==> config.mk <==
export PLATFORM = sky130hd
export DESIGN_NAME = ordered_key_value_table_core_flat
export DESIGN_NICKNAME = d
export VERILOG_FILES = /design/src/hdl/okvt_pkg.sv /design/src/hdl/okvt_req_if.sv /design/src/hdl/okvt_rsp_if.sv /design/src/hdl/ordered_key_value_table_core.sv /design/src/hdl/okvt_ram.sv /design/src/flat_wrapper.sv
export SDC_FILE = /design/constraint.sdc
export NUM_CORES = 2
export LEC_CHECK = 0
export ABC_CLOCK_PERIOD_IN_PS = 6750
export BUFFER_PORTS_ARGS = -buffer_cell sky130_fd_sc_hd__buf_2
export CAP_MARGIN = 20
export CORE_UTILIZATION = 25
export CTS_CLUSTER_DIAMETER = 50
export DETAILED_ROUTE_END_ITERATION = 8
export GPL_TIMING_DRIVEN = 0
export PLACE_DENSITY = 0.44
export SLEW_MARGIN = 0
export SYNTH_ARGS = -nofsm -noshare
export SYNTH_HDL_FRONTEND = slang
export SYNTH_SLANG_ARGS = --single-unit
==> constraint.sdc <==
create_clock -name clk -period 6.75 [get_ports clk]
set_clock_uncertainty 0.1 [all_clocks]
set_input_delay 1.0125 -clock clk [delete_from_list [all_inputs] [get_ports clk]]
set_output_delay 1.0125 -clock clk [all_outputs]
set_load 0.02 [all_outputs]
==> src/hdl/okvt_pkg.sv <==
package okvt_pkg;

	localparam int CAPACITY = 16;
	localparam int KEY_W    = 32;
	localparam int VAL_W    = 32;
	localparam int OP_W     = 3;
	localparam int POS_W    = 4;
	localparam int IDX_W    = $clog2(CAPACITY);
	localparam int CNT_W    = $clog2(CAPACITY + 1);
	localparam int KV_W     = KEY_W + VAL_W;

	typedef enum logic [OP_W-1:0] {
		OP_INSERT   = 3'd0,
		OP_UPDATE   = 3'd1,
		OP_UPSERT   = 3'd2,
		OP_ERASE    = 3'd3,
		OP_GET_KEY  = 3'd4,
		OP_GET_POS  = 3'd5
	} op_t;

	typedef enum logic [2:0] {
		ST_IDLE,
		ST_DISPATCH,
		ST_SEARCH,
		ST_SHIFT_UP,
		ST_SHIFT_DN,
		ST_FETCH,
		ST_DONE
	} state_t;

endpackage

==> src/hdl/okvt_req_if.sv <==
interface okvt_req_if;
	import okvt_pkg::*;

	logic             valid;
	logic             ready;
	logic [OP_W-1:0]  opcode;
	logic [KEY_W-1:0] req_key;
	logic [VAL_W-1:0] req_value;
	logic [POS_W-1:0] position;

	modport source (output valid, opcode, req_key, req_value, position, input ready);
	modport sink   (input valid, opcode, req_key, req_value, position, output ready);
endinterface

==> src/hdl/okvt_rsp_if.sv <==
interface okvt_rsp_if;
	import okvt_pkg::*;

	logic             valid;
	logic             ready;
	logic             success;
	logic [KEY_W-1:0] found_key;
	logic [VAL_W-1:0] found_value;
	logic [CNT_W-1:0] entry_count;
	logic             table_full;

	modport source (output valid, success, found_key, found_value, entry_count, table_full,
		input ready);
	modport sink   (input valid, success, found_key, found_value, entry_count, table_full,
		output ready);
endinterface

==> src/hdl/ordered_key_value_table_core.sv <==
// Operation: a key search reads the entries in order from index 0 until a hit or the last entry;
// insert (and upsert of a new key) adds a shift pass that moves every entry up one, erase of a
// hit one that moves the entries above it down one; get_by_position reads the one entry.
// Throughput: one request at a time; the next transfer is taken the cycle after the result
// is loaded, so the scan and shift through the RAM's one read port (one entry read per cycle) set the rate.
// Reset: arst_n clears state machine, entry count and output valid; entry RAM is not cleared.
module ordered_key_value_table_core (
	input  logic clk,
	input  logic arst_n,
	okvt_req_if.sink   req,
	okvt_rsp_if.source rsp
);
	import okvt_pkg::*;

	// Sequencer state and latched request
	state_t           state_q, state_d;
	op_t              op_q;
	logic [KEY_W-1:0] key_q;
	logic [VAL_W-1:0] val_q;
	logic [POS_W-1:0] pos_q;

	// Table occupancy and walk counters
	logic [CNT_W-1:0] count_q, count_d;
	logic [CNT_W-1:0] scan_q, scan_d;    // next entry to read during a search
	logic [IDX_W-1:0] ptr_q, ptr_d;      // next entry to read during a shift
	logic [CNT_W-1:0] left_q, left_d;    // shift reads still to issue

	// Result staged before it moves into the output register
	logic             res_ok_q, res_ok_d;
	logic [KEY_W-1:0] res_key_q, res_key_d;
	logic [VAL_W-1:0] res_val_q, res_val_d;
	logic             res_full_q, res_full_d;

	// RAM port controls; the read is tracked one stage behind
	logic             rd_en, wr_en;
	logic [IDX_W-1:0] rd_addr, wr_addr;
	logic [KV_W-1:0]  wr_data, rd_data;
	logic             rd_valid_s1;
	logic [IDX_W-1:0] rd_idx_s1;
	logic [KEY_W-1:0] rd_key;
	logic [VAL_W-1:0] rd_val;
	logic             match, last_entry;

	// Output register
	logic             out_valid_q;
	logic             out_load;
	logic             out_ok_q;
	logic [KEY_W-1:0] out_key_q;
	logic [VAL_W-1:0] out_val_q;
	logic [CNT_W-1:0] out_count_q;
	logic             out_full_q;

	logic             req_xfer;

	// Keys and values live side by side in one RAM word: {key, value}
	okvt_ram #(
		.WIDTH (KV_W),
		.DEPTH (CAPACITY)
	) u_ram (
		.clk     (clk),
		.wr_en   (wr_en),
		.wr_addr (wr_addr),
		.wr_data (wr_data),
		.rd_en   (rd_en),
		.rd_addr (rd_addr),
		.rd_data (rd_data)
	);

	assign rd_key     = rd_data[KV_W-1:VAL_W];
	assign rd_val     = rd_data[VAL_W-1:0];
	assign match      = rd_valid_s1 && (rd_key == key_q);
	assign last_entry = (CNT_W'(rd_idx_s1) + CNT_W'(1)) == count_q;

	assign req.ready  = (state_q == ST_IDLE);
	assign req_xfer   = req.valid && req.ready;

	assign rsp.valid       = out_valid_q;
	assign rsp.success     = out_ok_q;
	assign rsp.found_key   = out_key_q;
	assign rsp.found_value = out_val_q;
	assign rsp.entry_count = out_count_q;
	assign rsp.table_full  = out_full_q;

	always_comb begin
		state_d    = state_q;
		count_d    = count_q;
		scan_d     = scan_q;
		ptr_d      = ptr_q;
		left_d     = left_q;
		res_ok_d   = res_ok_q;
		res_key_d  = res_key_q;
		res_val_d  = res_val_q;
		res_full_d = res_full_q;
		rd_en      = 1'b0;
		rd_addr    = scan_q[IDX_W-1:0];
		wr_en      = 1'b0;
		wr_addr    = '0;
		wr_data    = {key_q, val_q};
		out_load   = 1'b0;

		case (state_q)
			ST_IDLE: begin
				if (req.valid) begin
					state_d = ST_DISPATCH;
				end
			end

			ST_DISPATCH: begin
				// default outcome is a failed request with zero payload
				res_ok_d   = 1'b0;
				res_key_d  = '0;
				res_val_d  = '0;
				res_full_d = 1'b0;
				scan_d     = '0;
				case (op_q)
					OP_GET_POS: begin
						if (CNT_W'(pos_q) < count_q) begin
							rd_en   = 1'b1;
							rd_addr = IDX_W'(pos_q);
							state_d = ST_FETCH;
						end else begin
							state_d = ST_DONE;
						end
					end
					OP_INSERT, OP_UPDATE, OP_UPSERT, OP_ERASE, OP_GET_KEY: begin
						state_d = ST_SEARCH;
					end
					default: begin
						state_d = ST_DONE;
					end
				endcase
			end

			ST_SEARCH: begin
				if (match) begin
					case (op_q)
						OP_INSERT: begin
							// key already present: report stored entry, no change
							res_key_d = rd_key;
							res_val_d = rd_val;
							state_d   = ST_DONE;
						end
						OP_UPDATE, OP_UPSERT: begin
							wr_en     = 1'b1;
							wr_addr   = rd_idx_s1;
							res_ok_d  = 1'b1;
							res_key_d = key_q;
							res_val_d = val_q;
							state_d   = ST_DONE;
						end
						OP_GET_KEY: begin
							res_ok_d  = 1'b1;
							res_key_d = rd_key;
							res_val_d = rd_val;
							state_d   = ST_DONE;
						end
						OP_ERASE: begin
							// close the gap: entries above the hit move down one
							res_ok_d  = 1'b1;
							res_key_d = rd_key;
							res_val_d = rd_val;
							ptr_d     = rd_idx_s1 + IDX_W'(1);
							left_d    = count_q - CNT_W'(1) - CNT_W'(rd_idx_s1);
							state_d   = ST_SHIFT_DN;
						end
						default: begin
							state_d = ST_DONE;
						end
					endcase
				end else if ((count_q == '0) || (rd_valid_s1 && last_entry)) begin
					case (op_q)
						OP_INSERT, OP_UPSERT: begin
							if (count_q == CNT_W'(CAPACITY)) begin
								res_full_d = 1'b1;
								state_d    = ST_DONE;
							end else begin
								// open slot 0: walk from the top entry down
								ptr_d   = IDX_W'(count_q - CNT_W'(1));
								left_d  = count_q;
								state_d = ST_SHIFT_UP;
							end
						end
						default: begin
							state_d = ST_DONE;
						end
					endcase
				end else if (scan_q < count_q) begin
					rd_en   = 1'b1;
					rd_addr = scan_q[IDX_W-1:0];
					scan_d  = scan_q + CNT_W'(1);
				end
			end

			ST_SHIFT_UP: begin
				if (rd_valid_s1) begin
					wr_en   = 1'b1;
					wr_addr = rd_idx_s1 + IDX_W'(1);
					wr_data = rd_data;
				end
				if (left_q != '0) begin
					rd_en   = 1'b1;
					rd_addr = ptr_q;
					ptr_d   = ptr_q - IDX_W'(1);
					left_d  = left_q - CNT_W'(1);
				end else if (!rd_valid_s1) begin
					wr_en     = 1'b1;
					wr_addr   = '0;
					wr_data   = {key_q, val_q};
					count_d   = count_q + CNT_W'(1);
					res_ok_d  = 1'b1;
					res_key_d = key_q;
					res_val_d = val_q;
					state_d   = ST_DONE;
				end
			end

			ST_SHIFT_DN: begin
				if (rd_valid_s1) begin
					wr_en   = 1'b1;
					wr_addr = rd_idx_s1 - IDX_W'(1);
					wr_data = rd_data;
				end
				if (left_q != '0) begin
					rd_en   = 1'b1;
					rd_addr = ptr_q;
					ptr_d   = ptr_q + IDX_W'(1);
					left_d  = left_q - CNT_W'(1);
				end else if (!rd_valid_s1) begin
					count_d = count_q - CNT_W'(1);
					state_d = ST_DONE;
				end
			end

			ST_FETCH: begin
				res_ok_d  = 1'b1;
				res_key_d = rd_key;
				res_val_d = rd_val;
				state_d   = ST_DONE;
			end

			ST_DONE: begin
				// hand the result over once the output register is free
				if (!out_valid_q || rsp.ready) begin
					out_load = 1'b1;
					state_d  = ST_IDLE;
				end
			end

			default: begin
				state_d = ST_IDLE;
			end
		endcase
	end

	always_ff @(posedge clk or negedge arst_n) begin
		if (!arst_n) begin
			state_q     <= ST_IDLE;
			count_q     <= '0;
			rd_valid_s1 <= 1'b0;
			out_valid_q <= 1'b0;
		end else begin
			state_q     <= state_d;
			count_q     <= count_d;
			rd_valid_s1 <= rd_en;
			if (out_load) begin
				out_valid_q <= 1'b1;
			end else if (rsp.ready) begin
				out_valid_q <= 1'b0;
			end
		end
	end

	always_ff @(posedge clk) begin
		if (req_xfer) begin
			op_q  <= op_t'(req.opcode);
			key_q <= req.req_key;
			val_q <= req.req_value;
			pos_q <= req.position;
		end
		scan_q     <= scan_d;
		ptr_q      <= ptr_d;
		left_q     <= left_d;
		res_ok_q   <= res_ok_d;
		res_key_q  <= res_key_d;
		res_val_q  <= res_val_d;
		res_full_q <= res_full_d;
		rd_idx_s1  <= rd_addr;
		if (out_load) begin
			out_ok_q    <= res_ok_q;
			out_key_q   <= res_key_q;
			out_val_q   <= res_val_q;
			out_count_q <= count_q;
			out_full_q  <= res_full_q;
		end
	end

	// Occupancy never passes capacity
	a_count_bound: assert property (@(posedge clk) disable iff (!arst_n)
		count_q <= CNT_W'(CAPACITY))
		else $error("entry count above capacity");

	// A full-table failure is never reported as a success
	a_full_fail: assert property (@(posedge clk) disable iff (!arst_n)
		out_load |-> !(res_full_q && res_ok_q))
		else $error("full flag with success");

	// Shift passes never read and write the same entry in one cycle
	a_rw_apart: assert property (@(posedge clk) disable iff (!arst_n)
		(rd_en && wr_en) |-> (rd_addr != wr_addr))
		else $error("read and write collide on one entry");

	// Read data only returns in states that consume it
	a_rd_owner: assert property (@(posedge clk) disable iff (!arst_n)
		rd_valid_s1 |-> (state_q == ST_SEARCH || state_q == ST_SHIFT_UP ||
			state_q == ST_SHIFT_DN || state_q == ST_FETCH))
		else $error("read data returned outside a consuming state");

	// Count only moves by one, and only on completion of a request
	a_count_step: assert property (@(posedge clk) disable iff (!arst_n)
		(count_q != $past(count_q)) |-> (state_q == ST_DONE))
		else $error("count changed outside completion");
endmodule

==> src/hdl/okvt_ram.sv <==
module okvt_ram #(
	parameter int WIDTH = 64,
	parameter int DEPTH = 16
) (
	input  logic                     clk,
	input  logic                     wr_en,
	input  logic [$clog2(DEPTH)-1:0] wr_addr,
	input  logic [WIDTH-1:0]         wr_data,
	input  logic                     rd_en,
	input  logic [$clog2(DEPTH)-1:0] rd_addr,
	output logic [WIDTH-1:0]         rd_data
);
	logic [WIDTH-1:0] mem_q [DEPTH];

	always_ff @(posedge clk) begin
		if (wr_en) begin
			mem_q[wr_addr] <= wr_data;
		end
		if (rd_en) begin
			rd_data <= mem_q[rd_addr];
		end
	end
endmodule

==> src/flat_wrapper.sv <==
// flat-port wrapper written by rule: the top's interface ports become plain ports
module ordered_key_value_table_core_flat import okvt_pkg::*;
  (clk, arst_n, req_valid, req_opcode, req_req_key, req_req_value, req_position, req_ready, rsp_valid, rsp_success, rsp_found_key, rsp_found_value, rsp_entry_count, rsp_table_full, rsp_ready);
  okvt_req_if req_i ();
  okvt_rsp_if rsp_i ();
  input  logic clk;
  input  logic arst_n;
  input wire logic [$bits(req_i.valid)-1:0] req_valid;
  input wire logic [$bits(req_i.opcode)-1:0] req_opcode;
  input wire logic [$bits(req_i.req_key)-1:0] req_req_key;
  input wire logic [$bits(req_i.req_value)-1:0] req_req_value;
  input wire logic [$bits(req_i.position)-1:0] req_position;
  output wire logic [$bits(req_i.ready)-1:0] req_ready;
  output wire logic [$bits(rsp_i.valid)-1:0] rsp_valid;
  output wire logic [$bits(rsp_i.success)-1:0] rsp_success;
  output wire logic [$bits(rsp_i.found_key)-1:0] rsp_found_key;
  output wire logic [$bits(rsp_i.found_value)-1:0] rsp_found_value;
  output wire logic [$bits(rsp_i.entry_count)-1:0] rsp_entry_count;
  output wire logic [$bits(rsp_i.table_full)-1:0] rsp_table_full;
  input wire logic [$bits(rsp_i.ready)-1:0] rsp_ready;
  assign req_i.valid = req_valid;
  assign req_i.opcode = req_opcode;
  assign req_i.req_key = req_req_key;
  assign req_i.req_value = req_req_value;
  assign req_i.position = req_position;
  assign req_ready = req_i.ready;
  assign rsp_valid = rsp_i.valid;
  assign rsp_success = rsp_i.success;
  assign rsp_found_key = rsp_i.found_key;
  assign rsp_found_value = rsp_i.found_value;
  assign rsp_entry_count = rsp_i.entry_count;
  assign rsp_table_full = rsp_i.table_full;
  assign rsp_i.ready = rsp_ready;
  ordered_key_value_table_core u_core (.clk(clk), .arst_n(arst_n), .req(req_i), .rsp(rsp_i));
endmodule
# --- Word level (Yosys, flattened, before mapping) ---
# Memories as Yosys holds them, arrays and structs flattened. A register that Yosys moved wholly into a read port is not among the register bits.
# Index checks and enable logic that the tools add are counted.
word_totals:
  out_inout_bits: 73
  input_bits: 75
  memories: 1
  ff_bits: 236
  ram_bits: 1024
mem_list:
  columns: ["memory", "depth", "word_bits", "read_ports", "rd_ports_with_merged_regs", "wr", "line_no", "source"]
  rows:
  - ["u_core.u_ram.mem_q", 16, 64, 1, 1, 1, "okvt_ram.sv:13", "logic [WIDTH-1:0] mem_q [DEPTH];"]
classes:
  eq_ne: 38
  order_cmp: 2
  n_addsub: 10
  reduce_logical: 30
  n_mux: 90
ops:
  columns: ["operator", "n"]
  rows:
  - ["32-bit case mux with 4 select lines", 2]
  - ["32-bit two-way mux", 6]
  - ["64-bit two-way mux", 3]
  - ["32-bit case mux with 2 select lines", 2]
  - ["64-bit case mux with 2 select lines", 1]
  - ["5-bit two-way mux", 13]
  - ["4-bit two-way mux", 16]
  - ["32-bit == test", 1]
  - ["5-bit case mux with 2 select lines", 3]
  - ["1-bit two-way mux", 25]
  - ["5-bit AND reduction", 5]
  - ["3-bit two-way mux", 8]
  - ["4-bit case mux with 3 select lines", 2]
  - ["2-bit inequality test, second input constant", 11]
  - ["3-bit case mux with 6 select lines", 1]
  - ["2-bit by 1-bit inequality test with 1-bit output, second input constant", 8]
  - ["3-bit == test, second input constant", 5]
  - ["3-bit by 2-bit == test with 1-bit output, second input constant", 4]
  - ["5-bit by 1-bit adder with 5-bit output, second input constant", 2]
  - ["5-bit by 1-bit subtractor with 5-bit output, second input constant", 2]
  - ["4-bit by 1-bit adder with 4-bit output, second input constant", 2]
  - ["4-bit case mux with 2 select lines", 1]
  - ["2-bit nonzero test", 4]
  - ["4-bit by 1-bit subtractor with 4-bit output, second input constant", 2]
  - ["other kinds (30)", 41]

# --- Longest topological paths before layout ---
depth:
  ltp_word: 7
  ltp_mapped: 15
  depth_no_buf: 11

# --- Hierarchy ---
# From an unflattened synthesis, not the netlist that was laid out.
hier_totals:
  cells_unflattened: 2331
  hier_area_um2: 50727.4
by_module_without_submodules:
  columns: ["mod", "seq_area_each_um2", "area_per_inst_um2", "cells_each", "instances"]
  rows:
  - ["okvt_ram", 32671.3, 40222.3, 1647, 1]
  - ["ordered_key_value_table_core", 6996.7, 10505.1, 684, 1]

# --- Least setup slack after synthesis ---
# Ideal clock, no wire load.
synth_timing:
  kind: "register to register"
  startpoint: "register u_core.u_ram.rd_data[44], read port of u_core.u_ram.mem_q"
  endpoint: "memory u_core.u_ram.mem_q[0][0], enable pin"
  period_less_slack_ns: 5.572
  stages_incl_launch_ff: 9
  required_ns: 6.164
  slack_ns: 1.178
  t_arrival_ns: 4.985
  path_cell_list: "edfxtp_1 -> xor2_1 -> nor4_1 -> nand4_1 -> or4_1 -> nand2b_1 -> and3_1 -> or3b_1 -> nor2_1"
synth_between:
  elab_chain_cells: 6
  word_cells_on_any_way: 8
  cone_classes: "1 x eq/ne; 6 x mux; 1 x reduce/logical"
synth_lines:
  columns: ["element", "line_no", "source"]
  rows:
  - ["from (decl)", "okvt_ram.sv:11", "output logic [WIDTH-1:0] rd_data"]
  - ["32-bit == test *", "ordered_key_value_table_core.sv:71", "assign match = rd_valid_s1 && (rd_key == key_q);"]
  - ["1-bit logical AND *", "ordered_key_value_table_core.sv:71", null]
  - ["1-bit two-way mux", "ordered_key_value_table_core.sv:135", "if (match) begin"]
  - ["1-bit case mux with 3 select lines", "ordered_key_value_table_core.sv:101", "case (state_q)"]
  - ["1-bit two-way mux", "okvt_ram.sv:16", "if (wr_en) begin"]
  - ["1-bit two-way mux (not written as such)", "okvt_ram.sv:17", "mem_q[wr_addr] <= wr_data;"]
  - ["to (decl)", "okvt_ram.sv:13", null]
# Every way passes the cells marked *; elsewhere a longest branch is shown, timed or not.

# --- Worst setup path in the final report ---
layout_timing:
  startpoint: "register u_core.u_ram.rd_data[52], read port of u_core.u_ram.mem_q"
  endpoint: "memory u_core.u_ram.mem_q[6][41], enable pin"
# The elaborated chain is that of the path after synthesis.

==> impl_metrics.toml <==
[route]
finalWirelength_um = 175900
dr.pass1.iters = 7
via_per_inst = 4.773
post_drt_wl_per_cell_um = 26.99
drtAntennaViolNets = 0
drc = 0
num_vias = 31110
drt_iter0_markers = 2902

[floorplan]
start_util_pct = 25.14
coreArea_um2 = 209400
die_h_um = 460.8
die_width_um = 460.8
fp-row-count = 168
design.die.area_um2 = 212300
ioPinCount = 148

[min_path]
holdPathEnd = "u_core.key_q[2]$_DFFE_PP_"
worst_hold_path_type = "in2reg"
whs_path_depth = 1
min_from = "req_req_key[2]"

[sta]
tns_ps = 0
slew_headroom_pct = 20.82
post-route-min-period_ps = 5639
rsz0062_at_grt = "no"
max_slew.worst_pin.slew_ps = 1188
fmax_mhz = 177.3
finalSetupViolations = 0
hold_viol = 0
drv_slew = 0
fin_hold_ws_ps = 291.7
finalCritPeriodShare_pct = 83.55

[worst_setup_path]
path_max_fanout = 20
crit_arrival_ps = 6010
crit_top_cell = "buf_12"
reg2reg_from = "u_core.u_ram.rd_data[52]$_DFFE_PP_"
crit_chain = "xor2_1 > nor4_1 > nand4_1 > or4_1 > nand2b_1 > a31oi_1 > nand2_1 > nor2_4 > buf_16 > buf_12 > buf_12"
r2r-end = "u_core.u_ram.mem_q[6][41]$_DFFE_PP_"
critPathLaunchType = "register"
cp_num_buf_inv = 3
required_ps = 7120
crit_family = "simple AND/OR/NAND/NOR gates"
cpPeakStageDelay_ps = 860
timing.reg2reg.worst_path_depth = 11
rrSetupSlack_ps = 1110
end_kind = "register"
slowest_stage = "or4_1"
worstSetupPathType = "reg2reg"

[clock_network]
clock_sinks = 1324
cts_setup_buffers = 0
clock-root-buffer = "clkbuf_16"
max-clock-path-buffers = 3
cts_made_buffers = 151
htreeDepth = 4
clk_latency_ps = 800
path_clk_slew_ps = 60
cts_tree = "done"

[power]
clkPwrFrac_pct = 24.3
p_switching_uw = 13450
sw_frac_of_total_pct = 39.93
static-leakage-power_uw = 0.02118
seqPwrFrac_pct = 36.0
vdd_drop_max_v = 0.0003513
p_comb_share_pct = 39.6
power_density_nw_per_um2 = 532.4
intPower_uw = 20230

[layout]
final_core_util_pct = 30.21
n_fill_cell = 20780
areaGrowthSynthToFinish_pct = 20.19
fin_area_um2 = 63250
drive_above_1_share_pct = 17.98
fin_nets = 3679

[synth]
yosys.area_share.simple_pct = 5.297
syn-cell-area_um2 = 52620
synth_xor_area_share_pct = 0.9320
synth_top_family_by_area = "compound AO/OA/AOI/OAI gates"
yosys_warnings = 0
ys_types = 73
synthTopCellsByCount = "1310 x edfxtp_1, 337 x nand2_1, 193 x mux2i_1, 135 x and3_1, 131 x clkbuf_1"
synth_top_cell_by_area = "edfxtp_1"
syn_area_per_cell_um2 = 16.35
yosysMostFrequentCell = "edfxtp_1"
synthMuxAreaShare_pct = 5.062
syn_inst = 3218
synth_compound_area_share_pct = 10.54
ys.flop_type = "edfxtp_1"
synthArstFlopShare_pct = 0.7553
synth_edf_count = 1310
yosys-top-cells-area = "edfxtp_1 75%, mux2i_1 3.7%, nand2_1 2.4%"
yosysTopAreaCellShare_pct = 74.75
mappedNetlistNets = 3315
synthAdderAreaFrac_pct = 0.5516
ys_seq_area_share_pct = 75.38
synth-seq-cells = 1324

[placement]
place_congestion = 0.8482
place_area_um2 = 58310
dpl.hpwl_um = 122400
portBuffers = 147

[global_route]
grt_pass1_vias = 30810
grt_pass1_wl_um = 243800
antenna_found_initial = 15
grt_max_degree = 40
grt_usage_pct = 16.34
grt_overflow = 0

[run]
max_cap_violations = 0

[run_status]
status = "completed"
## layout make-up
| type | count | area (um2) | area share (%) |
|---|---|---|---|
| antenna | 7 | 17.52 | 0.02770 |
| buffer | 229 | 1099 | 1.737 |
| tap | 2805 | 3510 | 5.549 |
| sequential | 1324 | 39670 | 62.72 |
| clock buffer | 177 | 3961 | 6.263 |
| multi-input combinational | 1643 | 11930 | 18.86 |
| inverter | 22 | 85.08 | 0.1345 |
| clock inverter | 99 | 943.4 | 1.492 |
| timing repair buffer | 211 | 2032 | 3.213 |
## metal layers
metal  GRT usage, %  share of wire, %
met5              0             0.047
met4          6.262               3.4
met3          3.113               5.6
met2          26.90                48
met1          21.14                43
## stage by stage
stage	total power [uW]	setup slack (ps)	cells
after detailed placement	25710	1117	6233
after CTS	33990	1082	6510
after global routing	35130	1013	6511
final	33670	1111	6517
after global placement	25500	-4247	6170
after floorplan	19650	1178	3218
## how the worst max path moves through the flow
stage          slack, ps                               start  cells after the start                                  end
2_1_floorplan       1180  u_core.u_ram.rd_data[44]$_DFFE_PP_                      8   u_core.u_ram.mem_q[0][0]$_DFFE_PP_
4_1_cts             1080  u_core.u_ram.rd_data[52]$_DFFE_PP_                     11  u_core.u_ram.mem_q[6][41]$_DFFE_PP_
3_5_place_dp        1120  u_core.u_ram.rd_data[52]$_DFFE_PP_                     11  u_core.u_ram.mem_q[6][44]$_DFFE_PP_
3_3_place_gp       -4250  u_core.u_ram.rd_data[52]$_DFFE_PP_                      8  u_core.u_ram.mem_q[1][47]$_DFFE_PP_
6_report            1110  u_core.u_ram.rd_data[52]$_DFFE_PP_                     11  u_core.u_ram.mem_q[6][41]$_DFFE_PP_
5_1_grt             1010  u_core.u_ram.rd_data[52]$_DFFE_PP_                     11  u_core.u_ram.mem_q[6][41]$_DFFE_PP_
## state kept, by name, summed over array words and instances (netlist names)
| register | flops |
|---|---|
| u_core.u_ram.mem_q | 1024 |
| u_core.u_ram.rd_data | 64 |
| u_core.key_q | 32 |
| u_core.res_key_q | 32 |
| u_core.res_val_q | 32 |
| u_core.rsp.found_key | 32 |
| u_core.rsp.found_value | 32 |
| u_core.val_q | 32 |
| u_core.count_q | 5 |
| u_core.left_q | 5 |
| u_core.rsp.entry_count | 5 |
| u_core.scan_q | 5 |
| u_core.pos_q | 4 |
| u_core.ptr_q | 4 |
| u_core.rd_idx_s1 | 4 |
| u_core.op_q | 3 |
| u_core.state_q | 3 |
| u_core.rd_valid_s1 | 1 |
| u_core.res_full_q | 1 |
| u_core.res_ok_q | 1 |
| u_core.rsp.success | 1 |
| u_core.rsp.table_full | 1 |
| u_core.rsp.valid | 1 |
## power groups by stage
stage | clock, uW | combinational [uW] | sequential [uW]
finish | 8190 | 13300 | 12100
global route | 8650 | 14200 | 12300
CTS | 8370 | 13500 | 12100
detailed placement | 0 | 13400 | 12300
global placement | 0 | 12900 | 12600
floorplan | 0 | 7330 | 12300
## placed cells by master, fill, tap and decap left out, types with 29 or more instances in the layout
master,count
a21oi_1,111
clkinv_1,30
a2111oi_2,29
buf_12,37
mux2_2,65
buf_2,209
nand3_1,29
a21boi_0,46
xor2_1,34
nor2_1,29
o311ai_0,39
a221oi_1,128
clkbuf_1,148
clkbuf_16,155
a211oi_1,47
mux2i_1,193
and3_1,135
a211o_1,43
a22o_1,64
a31oi_1,69
nand2_1,336
edfxtp_1,1310
## timing repair
action / in CTS / in global routing
hold buffers: 1 / 0
hold endpoints to repair: 10 / 0
gates resized for setup: 0 / 0
## cell families (layout without fill, tap and decap cells)
kind of cell	after synthesis	after routing
XOR/XNOR	56	56
flip-flops	1324	1324
buffers and inverters	251	738
other	0	7
adder cells (fa/ha/maj)	22	22
AO/OA/AOI/OAI	706	706
AND/OR/NAND/NOR	601	601
multiplexers	258	258
Note: power is estimated with default switching activity, not from simulation.
